**src/hdl/lpcm_pkg.sv**
```systemverilog
`default_nettype none
package lpcm_pkg;

  typedef enum logic [1:0] {
    OP_PIXEL   = 2'd0,
    OP_LINE    = 2'd1,
    OP_PALWR   = 2'd2,
    OP_NOP     = 2'd3
  } op_t;

  typedef enum logic [2:0] {
    REG_MATH_CTRL   = 3'd0,
    REG_LAYER_MATH  = 3'd1,
    REG_FIXED_COLOR = 3'd2,
    REG_BG_MODE     = 3'd3,
    REG_PSEUDO_HIRES = 3'd4,
    REG_BRIGHTNESS  = 3'd5,
    REG_BLANK       = 3'd6,
    REG_OVERSCAN    = 3'd7
  } reg_idx_t;

  localparam int CFG_DW = 15;
  localparam int CFG_AW = 3;
  localparam logic [2:0] NO_LAYER = 3'd5;
  localparam logic [8:0] BLANK_LINE = 9'd225;
  localparam logic [7:0] SPRITE_MATH_PAL = 8'd192;

  typedef struct packed {
    logic [1:0]  op;
    logic [7:0]  palette_write_addr;
    logic [14:0] palette_write_data;
    logic [8:0]  line_number;
    logic [59:0] main_layers;
    logic [59:0] sub_layers;
    logic [2:0]  main_bg1_group;
    logic [2:0]  sub_bg1_group;
    logic        window_main_enable;
    logic        window_sub_enable;
  } in_word_t;

  typedef struct packed {
    logic [18:0] first_pixel;
    logic [18:0] second_pixel;
  } out_word_t;

  // classified screen: winning layer and palette index (or direct colour)
  typedef struct packed {
    logic [2:0]  win;
    logic [7:0]  pal;
    logic        direct;
    logic [14:0] dcolor;
  } scr_t;

  // word handed from front to back
  typedef struct packed {
    op_t         op;
    logic [7:0]  waddr;
    logic [14:0] wdata;
    logic        blank;
    logic        emit;
    logic        hires;
    logic        win_main;
    logic        win_sub;
    scr_t        m;
    scr_t        s;
  } cmd_t;

  typedef struct packed {
    logic [3:0]  math_control;
    logic [5:0]  layer_math_enable;
    logic [14:0] fixed_color;
    logic [2:0]  background_mode;
    logic        pseudo_hires;
    logic [3:0]  display_brightness;
    logic        display_blank;
    logic        overscan_on;
  } cfg_t;

  function automatic logic [14:0] direct_color(input logic [7:0] pal, input logic [2:0] grp);
    logic [14:0] r;
    r = '0;
    r[14:13] = pal[7:6];
    r[12]    = grp[2];
    r[9:7]   = pal[5:3];
    r[6]     = grp[1];
    r[4:2]   = pal[2:0];
    r[1]     = grp[0];
    return r;
  endfunction

  function automatic logic [14:0] blend(input logic [14:0] x, input logic [14:0] y,
                                        input logic sub, input logic halve);
    logic [16:0] sum, carry, diff, borrow, r;
    sum = '0; carry = '0; diff = '0; borrow = '0; r = '0;
    if (!sub) begin
      sum = {2'b0, x} + {2'b0, y};
      if (!halve) begin
        carry = (sum - {2'b0, (x ^ y) & 15'h0421}) & 17'h8420;
        r = (sum - carry) | (carry - (carry >> 5));
      end else begin
        r = (sum - {2'b0, (x ^ y) & 15'h0421}) >> 1;
      end
    end else begin
      diff = {2'b0, x} - {2'b0, y} + 17'h8420;
      borrow = (diff - {2'b0, (x ^ y) & 15'h0420}) & 17'h8420;
      r = (diff - borrow) & (borrow - (borrow >> 5));
      if (halve) r = (r & 17'h7bde) >> 1;
    end
    return r[14:0];
  endfunction

endpackage
`default_nettype wire

```
**src/hdl/lpcm_front.sv**
```systemverilog
`default_nettype none
module lpcm_front (
  input  wire                  clk,
  input  wire                  rst_n,
  input  lpcm_pkg::cfg_t       cfg,
  input  wire                  in_valid,
  output logic                 in_stall,
  input  lpcm_pkg::in_word_t   in_data,
  output logic                 q_valid,
  input  wire                  q_stall,
  output lpcm_pkg::cmd_t       q_data
);
  import lpcm_pkg::*;

  // two-entry queue towards the back end
  cmd_t       buf_r [2];
  logic       wp_r, rp_r, wp_nxt, rp_nxt;
  logic [1:0] cnt_r, cnt_nxt;
  logic       push, pop;
  cmd_t       cmd;
  logic       direct_ok;
  logic [9:0] row;

  function automatic scr_t classify(input logic [59:0] layers, input logic [2:0] grp,
                                    input logic dok);
    scr_t       s;
    logic [3:0] best;
    logic [3:0] pri;
    s = '0;
    s.win = NO_LAYER;
    best = '0;
    pri = '0;
    for (int i = 0; i < 5; i++) begin
      pri = layers[12*i+8 +: 4];
      if (pri > best) begin
        best = pri;
        s.win = 3'(i);
        s.pal = layers[12*i +: 8];
        s.direct = (i == 0) && dok;
      end
    end
    s.dcolor = direct_color(s.pal, grp);
    return s;
  endfunction

  always_comb begin
    direct_ok = cfg.math_control[1] && (cfg.background_mode == 3'd3 ||
                cfg.background_mode == 3'd4 || cfg.background_mode == 3'd7);
    row = {1'b0, in_data.line_number} + (cfg.overscan_on ? 10'd0 : 10'd8);
    cmd = '0;
    cmd.op = op_t'(in_data.op);
    cmd.waddr = in_data.palette_write_addr;
    cmd.wdata = in_data.palette_write_data;
    cmd.blank = cfg.display_blank || (!cfg.overscan_on && in_data.line_number >= BLANK_LINE);
    cmd.emit = (row < 10'd240);
    cmd.hires = cfg.pseudo_hires || cfg.background_mode == 3'd5 ||
                cfg.background_mode == 3'd6;
    cmd.win_main = in_data.window_main_enable;
    cmd.win_sub = in_data.window_sub_enable;
    cmd.m = classify(in_data.main_layers, in_data.main_bg1_group, direct_ok);
    cmd.s = classify(in_data.sub_layers, in_data.sub_bg1_group, direct_ok);
    // line zero pixels and spare ops are dropped here
    if (in_data.line_number == 9'd0 && cmd.op == OP_PIXEL) cmd.op = OP_NOP;
  end

  assign in_stall = (cnt_r == 2'd2);
  assign push = in_valid && !in_stall && (cmd.op != OP_NOP);
  assign q_valid = (cnt_r != 2'd0);
  assign q_data = buf_r[rp_r];
  assign pop = q_valid && !q_stall;

  always_comb begin
    wp_nxt = wp_r ^ push;
    rp_nxt = rp_r ^ pop;
    cnt_nxt = cnt_r + {1'b0, push} - {1'b0, pop};
  end

  always_ff @(posedge clk) begin
    if (!rst_n) begin
      wp_r <= 1'b0;
      rp_r <= 1'b0;
      cnt_r <= '0;
    end else begin
      wp_r <= wp_nxt;
      rp_r <= rp_nxt;
      cnt_r <= cnt_nxt;
    end
  end

  always_ff @(posedge clk) begin
    if (push) buf_r[wp_r] <= cmd;
  end

endmodule
`default_nettype wire

```
**config.mk**
```make
export PLATFORM = sky130hd
export DESIGN_NAME = lpcm_front
export DESIGN_NICKNAME = d
export VERILOG_FILES = /design/src/hdl/lpcm_pkg.sv /design/src/hdl/lpcm_front.sv
export SDC_FILE = /design/constraint.sdc
export NUM_CORES = 1
export LEC_CHECK = 0
export BUFFER_PORTS_ARGS = -buffer_cell sky130_fd_sc_hd__buf_4
export CAP_MARGIN = 20
export CORE_AREA = 2 2 125 139
export CTS_BUF_LIST = sky130_fd_sc_hd__clkbuf_16
export CTS_CLUSTER_DIAMETER = 50
export DETAILED_ROUTE_END_ITERATION = 10
export DIE_AREA = 0 0 127 141
export GPL_TIMING_DRIVEN = 1
export PLACE_DENSITY = 0.75
export RECOVER_POWER = 25
export SETUP_SLACK_MARGIN = 0.3
export SLEW_MARGIN = 30
export SYNTH_ARGS = -nofsm -noshare
export SYNTH_HDL_FRONTEND = slang
export SYNTH_SLANG_ARGS = --single-unit
```
**constraint.sdc**
```tcl
create_clock -name clk -period 6.5 [get_ports clk]
set_input_delay 0.975 -clock clk [delete_from_list [all_inputs] [get_ports clk]]
set_output_delay 0.975 -clock clk [all_outputs]
set_load 0.05 [all_outputs]
```
**Word-level counts from Yosys, hierarchy flattened**

Memories as Yosys holds them, arrays and structs flattened. A register that Yosys moved wholly into a read port is not among the register bits.
Index checks and enable logic that the tools add are counted.

- Add/sub/neg operators: 3
- $lt $le $gt $ge: 12
- Equality and inequality tests: 7
- Muxes and demuxes: 23
- Bitwise operators: 2
- Reduce and logical (&&, ||, !) cells: 17

Operator list:

| kind | count |
|---|---|
| two-way mux 12 bit | 10 |
| two-way mux 4 bit | 9 |
| > comparator 4 bit | 8 |
| == test 3 bit (second input constant) | 4 |
| adder 9 x 4 -> 10 bit | 1 |
| less-than comparator 10 x 8 -> 1 bit (second input constant) | 1 |
| greater-or-equal comparator 9 x 8 -> 1 bit (second input constant) | 1 |
| zero test 9 bit | 1 |
| > comparator 4 x 1 -> 1 bit (second input constant) | 2 |
| logical AND 1 bit | 6 |
| logical OR 1 bit | 5 |
| == test 3 x 2 -> 1 bit (second input constant) | 1 |
| zero test 1 bit | 3 |
| two-way mux 1 bit | 3 |
| adder 2 x 1 -> 2 bit | 1 |
| == test 2 bit (second input constant) | 1 |
| zero test 2 bit | 1 |
| two-way mux 2 bit | 1 |
| inequality test 2 bit (second input constant) | 1 |
| nonzero test 2 bit | 1 |
| subtractor 2 x 1 -> 2 bit | 1 |
| XOR 1 bit | 2 |

- Register bits after elaboration: 4
- Memory bits (writable): 152
- Output and inout port bits: 86
- Memories: 1

Memories:

| memory | words | width | rd ports | clocked after Yosys merged registers in | wr ports | line | text |
|---|---|---|---|---|---|---|---|
| buf_r | 2 | 76 | 1 | 1 | 1 | lpcm_front.sv:16 | `cmd_t buf_r [2];` |

**Depth between registers and ports, before layout**

Gate-level depths: netlist (run 1).

- Depth in word-level cells: 10
- Depth in mapped cells: 34

**Worst setup path before layout (run 1)**

No wires, ideal clock.

- Path type: input to register
- Start: in in_data[77] (netlist bit)
- End: mem buf_r[0][35] (netlist bit) (data pin)
- Arrival time: 6.693 ns
- Path slack: -0.454 ns
- Cell stages on the path: 31
- Cell sequence: inv_1 ha_1 nor2b_2 o211ai_2 a21oi_4 clkbuf_1 o21ai_0 inv_1 ha_1 o211ai_1 mux2i_1 o22ai_1 a211oi_4 nand2_1 a21oi_1 ha_1 nor2b_1 o21a_1 o21a_1 o21a_1 clkbuf_1 a221oi_1 ha_1 nor2b_1 o21a_1 o21a_1 o21ai_1 and2_0 clkbuf_1 nand4_1 nor3b_2

RTL lines:

| element | line | text |
|---|---|---|
| start: declaration | lpcm_front.sv:8 | `input lpcm_pkg::in_word_t in_data,` |
| end: declaration | lpcm_front.sv:16 |  |

==> results_dict.tcl, run 1 <==
set metrics [dict create \
    first_pass_iters 5 \
    dp_hpwl_um 12900 \
    dp_cells 1027 \
    synth-main-ff-cell "edfxtp_1" \
    rsz0062_at_grt "yes" \
    fin_skew_ns 0.00732 \
    max-cap-violations 0 \
    portBuffers 250 \
    die_height_um 141 \
    yosysTopAreaCellShare_pct 50.8 \
    area_delta_synth_final_pct 43.7 \
    cp_max_fo 8 \
    fill_cells 1381 \
    min_path_cells 2 \
    setup_violations 0 \
    startpoint_type "input port" \
    tightest_slew_ns 1.01 \
    synth_warnings 0 \
    startpoint "in_data[77]" \
    diodes 0 \
    ir_drop_mv 0.208 \
    drt_iter0_markers 243 \
    multi_input_area_mm2 0.00330 \
    clock-sinks 125 \
    synth-edff-count 120 \
    synthesis.area_mm2 0.00709 \
    grt.total_usage_pct 18.3 \
    fin_cells 1072 \
    synth-seq-cells 125 \
    critPathRequiredTime_ns 6.64 \
    layout_min_cycle_time_ns 6.01 \
    io_pins 287 \
    slew_violations 0 \
    endpoint_kind "register" \
    yosysUniqueCellTypes 66 \
    grt_pass1_wl_um 26000 \
    routed_wirelength_um 17300 \
    postCtsHoldBufs 0 \
    dieArea_mm2 0.0179 \
    min_path_type "register to register" \
    p_leak_nw 4.27 \
    p_per_area_mw_per_mm2 416 \
    cp.arrival_ns 6.15 \
    fmax_mhz 166 \
    register_area_mm2 0.00370 \
    via_per_inst 5.15 \
    cts.htree.levels 4 \
    antenna_found_initial 0 \
    drive_gt1_share_pct 52.3 \
    postSynthCellCount 581 \
    max_stage_delay_ns 0.34 \
    rr_worst_depth 6 \
    fin_ws_ns 0.492 \
    cts-root-buf "clkbuf_16" \
    r2r-start "cnt_r[1]" \
    crit_top_cell "o21a_1" \
    total_power_mw 4.24 \
    critPathKind "input port to register" \
    finalHoldViolCount 0 \
    finalSetupTns_ns 0 \
    core_area_mm2 0.0166 \
    grt_overflow_total 0 \
    rrSetupSlack_ns 3.78 \
    grt_max_degree 41 \
    grt_pass1_vias 5475 \
    cts_tree "yes" \
    routedWlPerCell_um 16.1 \
    finalCritPeriodShare_pct 92.4 \
    drc 0 \
    fin_nets 1085 \
    slew_headroom_pct 32.9 \
    vias 5519 \
    gp_congestion 0.842 \
    ant_nets 0 \
    num_rows 50 \
    postSynthAreaPerCell_um2 12.2 \
    numCtsBuffers 17 \
    synth_area_leader_cell "edfxtp_1" \
    ys_seq_area_share_pct 52.2 \
    synth_area_leaders "edfxtp_1, mux2_2, ha_1, buf_4, nand2_1" \
    start_util_pct 42.6 \
    synthArstFlopShare_pct 0 \
    hold_start "rp_r" \
    critPathSlowestCell "mux2_4" \
    die_width_um 127 \
    cts_buffer_depth 2 \
    status "completed" \
    clock_latency_ns 0.40 \
    clkTransAtPathRegs_ns 0.05 \
    regToRegEndpoint "buf_r[1][42]" \
    place_ws_ns -0.192 \
]
[critical path, delay by kind of cell]
kind | cells | cell delay (ns)
fa+ha+maj | 4 | 1.11
simple gates | 8 | 1.25
buf+inv | 2 | 0.12
mux | 2 | 0.56
compound gates | 14 | 2.13
[per-layer routing]
metal	wire (um)	GRT usage, %	up-vias	part of all wire [%]
li1	-	-	2699	-
met1	6830	21.1	2639	40
met2	9070	33.5	162	53
met3	1120	4.71	19	6.5
met4	250	5.38	0	1.4
met5	0	0	-	0
[synth_stat cells, types with 2 or more instances]
library cell and number:
a21o_1 6, a21oi_1 21, a21oi_2 6, a221oi_2 2, a22oi_1 8, and2_1 6
and3_1 3, and4_1 2, buf_1 4, buf_2 2, buf_4 24, buf_6 3
clkbuf_1 16, dfxtp_1 5, edfxtp_1 120, ha_1 33, inv_1 23, mux2_2 65
mux2i_1 12, nand2_1 39, nand2b_1 17, nand3_1 7, nand4_1 12, nor2_1 26
nor2b_1 16, nor3b_2 8, nor4_1 2, o211ai_1 4, o211ai_2 2, o21a_1 7
o21ai_0 20, o21ai_1 12, o221a_2 2, o22ai_1 9, or4_1 3, xnor2_1 2
xor2_1 3
[registers in the layout, summed over array words and instances, names as in the netlist, named ones only]
register  flops
rp_r          1
wp_r          1
cnt_r         2
buf_r       120
[worst max-delay path by stage]
| stage | endpoint | slack [ns] | cells past startpoint |
|---|---|---|---|
| final | buf_r[1][37] | 0.49 | 30 |
| after global routing | buf_r[1][37] | 0.22 | 31 |
| after CTS | buf_r[1][37] | 0.32 | 31 |
| after detailed placement | buf_r[1][42] | -0.19 | 32 |
| after global placement | buf_r[1][42] | -0.1 | 31 |
| after floorplan | buf_r[0][35] | 0.13 | 29 |
[through the flow]
stage          utilization, %  hold WS [ns]  cell area (um^2)
3_5_place_dp             55.9         0.577              9300
2_1_floorplan               -         0.534              7260
6_report                 61.2         0.587             10200
3_3_place_gp             55.9         0.563              9300
5_1_grt                  61.2         0.595             10200
4_1_cts                  59.8         0.588              9950
[power by group]
part / internal, mW / switching (mW)
combinational: 0.790 / 1.33
sequential: 1.08 / 0.0489
clock: 0.672 / 0.318
total: 2.54 / 1.69
[final cells by class]
| class | instances | share of cell area, % |
|---|---|---|
| clock buffer | 17 | 4.17 |
| clock inverter | 15 | 2.01 |
| inverter | 23 | 0.970 |
| multi-input combinational | 392 | 32.4 |
| sequential | 125 | 36.4 |
| tap | 208 | 2.55 |
| timing repair buffer | 292 | 21.6 |
[placed cells by master, fill, tap and decap left out, types with 4 or more instances in the layout]
cell       netlist  routed
a21o_1           6       6
a21oi_1         21      17
a21oi_2          6       9
a22oi_1          8       8
and2_1           6       4
buf_4           24     248
buf_6            3       5
bufinv_16        0       5
clkbuf_1        16       5
clkbuf_16        0      17
clkbuf_4         0      31
conb_1           1       8
dfxtp_1          5       4
edfxtp_1       120     120
ha_1            33      26
ha_4             0       5
inv_1           23      23
mux2_2          65      64
mux2i_1         12      11
nand2_1         39      37
nand2b_1        17      14
nand3_1          7       7
nand4_1         12      12
nor2_1          26      23
nor2b_1         16      15
nor3b_2          8       7
o211ai_1         4       4
o21a_1           7       6
o21ai_0         20      17
o21ai_1         12      10
o21ai_2          0       4
o22ai_1          9       7
[timing repair]
item / 4_1_cts / 5_1_grt
cloned: 1 / 2
setup buffers: 0 / 10
resized for setup: 5 / 39
endpoints found under the setup margin: 18 / 46
pin swaps: 1 / 18
[logic make-up after synthesis]
group                      count (synthesis)  synth area share, %
and+or+nand+nor                          150                 11.9
DFF                                      125                 52.2
xor gates and xnor gates                   5                0.618
other                                      1               0.0529
buffers and inverters                     72                 5.43
AOI/OAI and AO/OA                        117                 11.7
adders and majority gates                 33                 5.82
muxes                                     78                 12.2
(Power assumes the default switching activity.)
==> inputs of run 2 (changes only) <==
==> config.mk (replaced) <==
export PLATFORM = sky130hd
export DESIGN_NAME = lpcm_front
export DESIGN_NICKNAME = d
export VERILOG_FILES = /design/src/hdl/lpcm_pkg.sv /design/src/hdl/lpcm_front.sv
export SDC_FILE = /design/constraint.sdc
export NUM_CORES = 1
export LEC_CHECK = 0
export ABC_AREA = 1
export BUFFER_PORTS_ARGS = -buffer_cell sky130_fd_sc_hd__buf_4
export CAP_MARGIN = 30
export CORE_AREA = 2 2 124 138
export CTS_BUF_LIST = sky130_fd_sc_hd__clkbuf_16
export CTS_CLUSTER_DIAMETER = 50
export DETAILED_ROUTE_END_ITERATION = 10
export DIE_AREA = 0 0 126 140
export GPL_TIMING_DRIVEN = 1
export PLACE_DENSITY = 0.77
export RECOVER_POWER = 25
export SETUP_SLACK_MARGIN = 0.3
export SLEW_MARGIN = 20
export SYNTH_ARGS = -nofsm -noshare
export SYNTH_HDL_FRONTEND = slang
export SYNTH_SLANG_ARGS = --single-unit
==> run 2 against run 1 <==
Compared with the run above:
- the flow now finishes with violations (capacitance limit, slew limit)
- worst setup slack better by 0.39 ns
- non-clock buffer count decreased by 34
- critical path depth is 2 higher
- flip-flop and latch count did not move
- global-route usage increased by 0.58 points
- cell count increased by 7.6%
- clock power fell by 3.5%
- die area fell by 1.5%
- clock skew is 0.0018 ns higher
- highest routed layer unchanged
- final area is 5.4% lower
==> results_dict.tcl, run 2 <==
set metrics [dict create \
    status "complete, but fails checks" \
    violations "capacitance limit, slew limit" \
    yosysMostFrequentCell "nand2_1" \
    antenna_found_initial 0 \
    endpoint_kind "register" \
    max-cap-violations 1 \
    r2r-start "cnt_r[1]" \
    fin_skew_ns 0.00910 \
    total_power_mw 4.38 \
    grt.total_usage_pct 18.9 \
    fill_cells 1410 \
    slew_headroom_pct -127 \
    layout_common_cells "buf_4, nand2_1, edfxtp_1, inv_1, nand3_1" \
    postSynthAreaPerCell_um2 10.2 \
    p_per_area_mw_per_mm2 454 \
    p_seq_share_pct 26.5 \
    ir_drop_mv 0.211 \
    largest_reg_flops 120 \
    setup_violations 0 \
    min_path_type "register to register" \
    synth_area_leader_cell "edfxtp_1" \
    fmax_mhz 178 \
    top_regs "buf_r (120), cnt_r (2)" \
    p_leak_nw 4.44 \
    grt_max_degree 61 \
    clock_latency_ns 0.40 \
    grt_pass1_wl_um 26600 \
    crit_family "simple AND/OR/NAND/NOR gates" \
    comb_power_share_pct 51.7 \
    slew_violations 61 \
    holdWs_ns 0.524 \
    clkTransAtPathRegs_ns 0.06 \
    routed_wirelength_um 16800 \
    start_util_pct 44.1 \
    yosys.area_share.simple_pct 18.6 \
    startpoint_type "input port" \
    core_area_mm2 0.0162 \
    ant_nets 0 \
    drc 0 \
    critPathKind "input port to register" \
    critPathRequiredTime_ns 6.71 \
    vias 5686 \
    postSynthCellCount 700 \
    area_delta_synth_final_pct 35.0 \
    synth-main-ff-cell "edfxtp_1" \
    synth-seq-cells 125 \
    dieArea_mm2 0.0176 \
    routedWlPerCell_um 14.6 \
    cts.htree.levels 4 \
    swShare_pct 43.8 \
    synth-edff-count 120 \
    synth_compound_area_share_pct 4.89 \
    die_width_um 126 \
    cts_setup_buffers 0 \
    first_pass_iters 4 \
    critPathSlowestCell "nor4_2" \
    regMostFlops "buf_r" \
    yosysTopAreaCellShare_pct 50.4 \
    synth_common_cells "nand2_1, edfxtp_1, inv_1, nand3_1, mux2_2" \
    synthArstFlopShare_pct 0 \
    drt_iter0_markers 347 \
    p_clk_share_pct 21.8 \
    synth_xor_area_share_pct 0.368 \
    cts_buffer_depth 2 \
    cp_max_fo 19 \
    synth_warnings 0 \
    yosysUniqueCellTypes 39 \
    path_depth 32 \
    synthesis.area_mm2 0.00714 \
    path_buf_inv 9 \
    rsz0062_at_grt "no" \
    grt_overflow_total 0 \
    cts-root-buf "clkbuf_16" \
    dp_hpwl_um 12800 \
    synth_area_leaders "edfxtp_1, mux2_2, nand2_1, ha_1, nand3_1" \
    finalHoldViolCount 0 \
    die_height_um 140 \
    rr_worst_depth 5 \
    diodes 0 \
    p_sw_mw 1.92 \
    via_per_inst 4.93 \
    fin_nets 1171 \
    cts_tree "yes" \
    tightest_slew_ns 3.40 \
    finalSetupTns_ns 0 \
    drive_gt1_share_pct 40.5 \
    max_stage_delay_ns 0.36 \
    clock-sinks 125 \
    layout_commonest_cell "buf_4" \
    gp_congestion 0.887 \
    io_pins 287 \
    num_rows 49 \
    ys_seq_area_share_pct 51.8 \
    startpoint "in_data[19]" \
    numCtsBuffers 17 \
    min_path_cells 2 \
    portBuffers 250 \
    synth_top_family_by_area "simple AND/OR/NAND/NOR gates" \
    p_int_mw 2.46 \
    synthAdderAreaFrac_pct 5.78 \
    hold_start "rp_r" \
    finalCritPeriodShare_pct 86.4 \
    cp.arrival_ns 5.83 \
    grt_pass1_vias 5527 \
    muxShareOfSynthArea_pct 9.46 \
    layout_min_cycle_time_ns 5.61 \
]
run 2: cell count changes after synthesis, sizes merged, moves of 10 or more:
cell | before | now
inv | 23 | 86
mux2i | 12 | 0
nand2 | 39 | 164
nand2b | 17 | 0
nand3 | 8 | 78
nand4 | 12 | 2
nor2b | 17 | 0
run 2: final timing paths:
check | end | slack, ns
min reg2reg | rp_r | 0.52
max | buf_r[1][11] | 0.89
min | rp_r | 0.52
max reg2reg | buf_r[1][17] | 2.52
run 2: cell type report:
class / instances / area, um^2 / area share [%]
clock buffer: 17 / 425 / 4.41
clock inverter: 15 / 186 / 1.93
inverter: 90 / 338 / 3.50
multi-input combinational: 445 / 2830 / 29.3
sequential: 125 / 3700 / 38.4
tap: 204 / 255 / 2.65
timing repair buffer: 258 / 1900 / 19.7
run 2: kinds of logic after synthesis:
kind of cell,after synthesis
AO/OA/AOI/OAI,62
flip-flops,125
other,1
multiplexers,60
adder cells (fa/ha/maj),33
XOR/XNOR,3
buffers and inverters,137
AND/OR/NAND/NOR,279
run 2: stage by stage:
| step | util, % | cell area, um^2 | std cells | setup WS [ns] |
|---|---|---|---|---|
| 2_1_floorplan | - | 7170 | 707 | 1.39 |
| 3_3_place_gp | 56.0 | 9060 | 1122 | 0.388 |
| 3_5_place_dp | 56.0 | 9060 | 1122 | 0.309 |
| 4_1_cts | 59.8 | 9670 | 1154 | 0.716 |
| 5_1_grt | 59.6 | 9640 | 1154 | 0.329 |
| 6_report | 59.6 | 9640 | 1154 | 0.887 |
run 2: layer usage:
layer,wire [um],vias to the layer above,GRT usage (%)
li1,-,2833,-
met1,6940,2640,23.5
met2,8400,183,32.3
met3,1040,30,4.16
met4,420,0,7.23
met5,0,-,0
run 2: power by group through the flow:
stage | Sequential, mW | Clock [mW] | Combinational, mW
after global routing | 1.17 | 1.01 | 2.43
after floorplan | 1.16 | 0 | 1.72
final | 1.16 | 0.956 | 2.26
after CTS | 1.16 | 0.971 | 2.29
after detailed placement | 1.17 | 0 | 2.28
after global placement | 1.16 | 0 | 2.24
run 2: what timing repair did:
item,4_1_cts,5_1_grt
endpoints found under the setup margin,0,18
hold buffers,0,0
resized for setup,0,2
run 2: worst register-to-register path: stages (launching register included):
cell,delay [ns]
dfxtp_1,0.30
inv_1,0.11
nor2_1,0.07
nor3_1,0.37
ha_1,0.24
clkbuf_1,2.39
==> inputs of run 3 (changes only) <==
--- a/config.mk
+++ b/config.mk
@@ -9,12 +9,11 @@
 export BUFFER_PORTS_ARGS = -buffer_cell sky130_fd_sc_hd__buf_4
 export CAP_MARGIN = 30
 export CORE_AREA = 2 2 124 138
-export CTS_BUF_LIST = sky130_fd_sc_hd__clkbuf_16
 export CTS_CLUSTER_DIAMETER = 50
 export DETAILED_ROUTE_END_ITERATION = 10
 export DIE_AREA = 0 0 126 140
 export GPL_TIMING_DRIVEN = 1
-export PLACE_DENSITY = 0.77
+export PLACE_DENSITY = 0.76
 export RECOVER_POWER = 25
 export SETUP_SLACK_MARGIN = 0.3
 export SLEW_MARGIN = 20
==> run 3 against run 2 <==
Compared with the run above:
- the run now ends clean
- die area unchanged
- routed wire length up 0.41%
- largest cell class unchanged
- register-to-register slack better by 1.4 ns
==> results_dict.tcl, run 3 (synthesis gave the netlist of run 2 again) <==
set metrics [dict create \
    cts.repair.resized 0 \
    slew_headroom_pct 49.8 \
    drive_gt1_share_pct 40.1 \
    die_height_um 140 \
    crit_top_cell "nand2_1" \
    gp_congestion 0.854 \
    register_area_mm2 0.00370 \
    max_stage_delay_ns 0.39 \
    cts_tree "yes" \
    grt.total_usage_pct 18.7 \
    tightest_slew_ns 0.753 \
    rsz0062_at_grt "no" \
    num_rows 49 \
    io_pins 287 \
    status "completed" \
    dieArea_mm2 0.0176 \
    drt_iter0_markers 266 \
    start_util_pct 44.1 \
    slew_violations 0 \
    fmax_mhz 180 \
    postCtsHoldBufs 0 \
    layout_common_cells "buf_4, nand2_1, edfxtp_1, inv_1, nand3_1" \
    grt_pass1_vias 5450 \
    largest_reg_flops 120 \
    portBuffers 250 \
    layout_min_cycle_time_ns 5.57 \
    diodes 0 \
    fin_skew_ns 0.00518 \
    rrSetupSlack_ns 3.91 \
    numCtsBuffers 17 \
    routedWlPerCell_um 14.6 \
    min_path_type "register to register" \
    cts.htree.levels 4 \
    cp_max_fo 19 \
    critPathSlowestCell "nor4_2" \
    core_area_mm2 0.0162 \
    fin_cells 1155 \
    top_regs "buf_r (120), cnt_r (2)" \
    cts_setup_buffers 0 \
    p_per_area_mw_per_mm2 446 \
    ir_drop_mv 0.237 \
    finalSetupTns_ns 0 \
    cts_buffer_depth 2 \
    clock_latency_ns 0.40 \
    layout_commonest_cell "buf_4" \
    die_width_um 126 \
    max-cap-violations 0 \
    via_per_inst 4.93 \
    cp.arrival_ns 5.77 \
    ant_nets 0 \
    endpoint_kind "register" \
    fin_nets 1172 \
    rr_worst_depth 5 \
    drc 0 \
    critPathRequiredTime_ns 6.71 \
    finalCritPeriodShare_pct 85.7 \
    routed_wirelength_um 16900 \
    regToRegEndpoint "buf_r[0][18]" \
    hold_start "cnt_r[1]" \
    hold_end "cnt_r[1]" \
    grt_pass1_wl_um 26500 \
    antenna_found_initial 0 \
    setup_violations 0 \
    dp_cells 1123 \
    finalHoldViolCount 0 \
    regMostFlops "buf_r" \
    cts-root-buf "clkbuf_16" \
    p_leak_nw 4.40 \
    r2r-start "cnt_r[1]" \
    clkTransAtPathRegs_ns 0.05 \
    area_delta_synth_final_pct 34.1 \
    min_path_cells 2 \
    grt_overflow_total 0 \
    fill_cells 1444 \
    multi_input_area_mm2 0.00283 \
    dp_hpwl_um 13100 \
    critPathKind "input port to register" \
    first_pass_iters 4 \
    grt_max_degree 46 \
    vias 5691 \
    startpoint_type "input port" \
    clock-sinks 125 \
]
## run 3: worst max path at each step
stage                         to   startpoint  cells after the start  slack [ns]
floorplan           buf_r[0][15]  in_data[19]                     34        1.39
global placement    buf_r[0][11]  in_data[31]                     28        0.47
detailed placement  buf_r[1][11]  in_data[19]                     29        0.40
CTS                 buf_r[1][11]  in_data[19]                     29        0.80
global route        buf_r[1][11]  in_data[19]                     30        0.35
finish              buf_r[0][34]  in_data[77]                     29        0.93
## run 3: stage by stage
| step | hold WS (ns) | area, um^2 | power (mW) | setup slack [ns] | utilization [%] |
|---|---|---|---|---|---|
| 2_1_floorplan | 0.481 | 7170 | 2.88 | 1.39 | - |
| 3_3_place_gp | 0.508 | 9070 | 3.41 | 0.475 | 56.0 |
| 3_5_place_dp | 0.515 | 9070 | 3.45 | 0.399 | 56.0 |
| 4_1_cts | 0.532 | 9620 | 4.31 | 0.803 | 59.4 |
| 5_1_grt | 0.574 | 9580 | 4.50 | 0.353 | 59.2 |
| 6_report | 0.535 | 9580 | 4.27 | 0.931 | 59.2 |
## run 3: metal layers
| layer | global-route usage, % | share of wire [%] | vias up |
|---|---|---|---|
| met3 | 4.13 | 5.6 | 21 |
| met1 | 22.6 | 42 | 2644 |
| li1 | - | - | 2841 |
| met5 | 0 | 0 | - |
| met4 | 6.07 | 2.0 | 0 |
| met2 | 33.0 | 51 | 185 |
## run 3: area by class of cell
| type | count | area share, % |
|---|---|---|
| clock buffers | 17 | 4.44 |
| flip-flops and latches | 125 | 38.7 |
| well taps | 204 | 2.67 |
| multi-input cells | 445 | 29.5 |
| clock inverters | 15 | 1.28 |
| inverters | 90 | 3.53 |
| repair buffers | 259 | 19.9 |
## run 3: report_power, final
part,total (mW),switching [mW],leakage [nW],internal (mW)
registers,1.17,0.0495,1.16,1.12
clock network,0.852,0.330,0.262,0.522
logic,2.24,1.52,2.99,0.724
## run 3: worst max-delay path, delay by kind of cell
| kind | cells | cell delay [ns] |
|---|---|---|
| adders and majority gates | 4 | 1.19 |
| and+or+nand+nor | 13 | 1.78 |
| AOI/OAI and AO/OA | 6 | 1.13 |
| buffers and inverters | 6 | 0.67 |
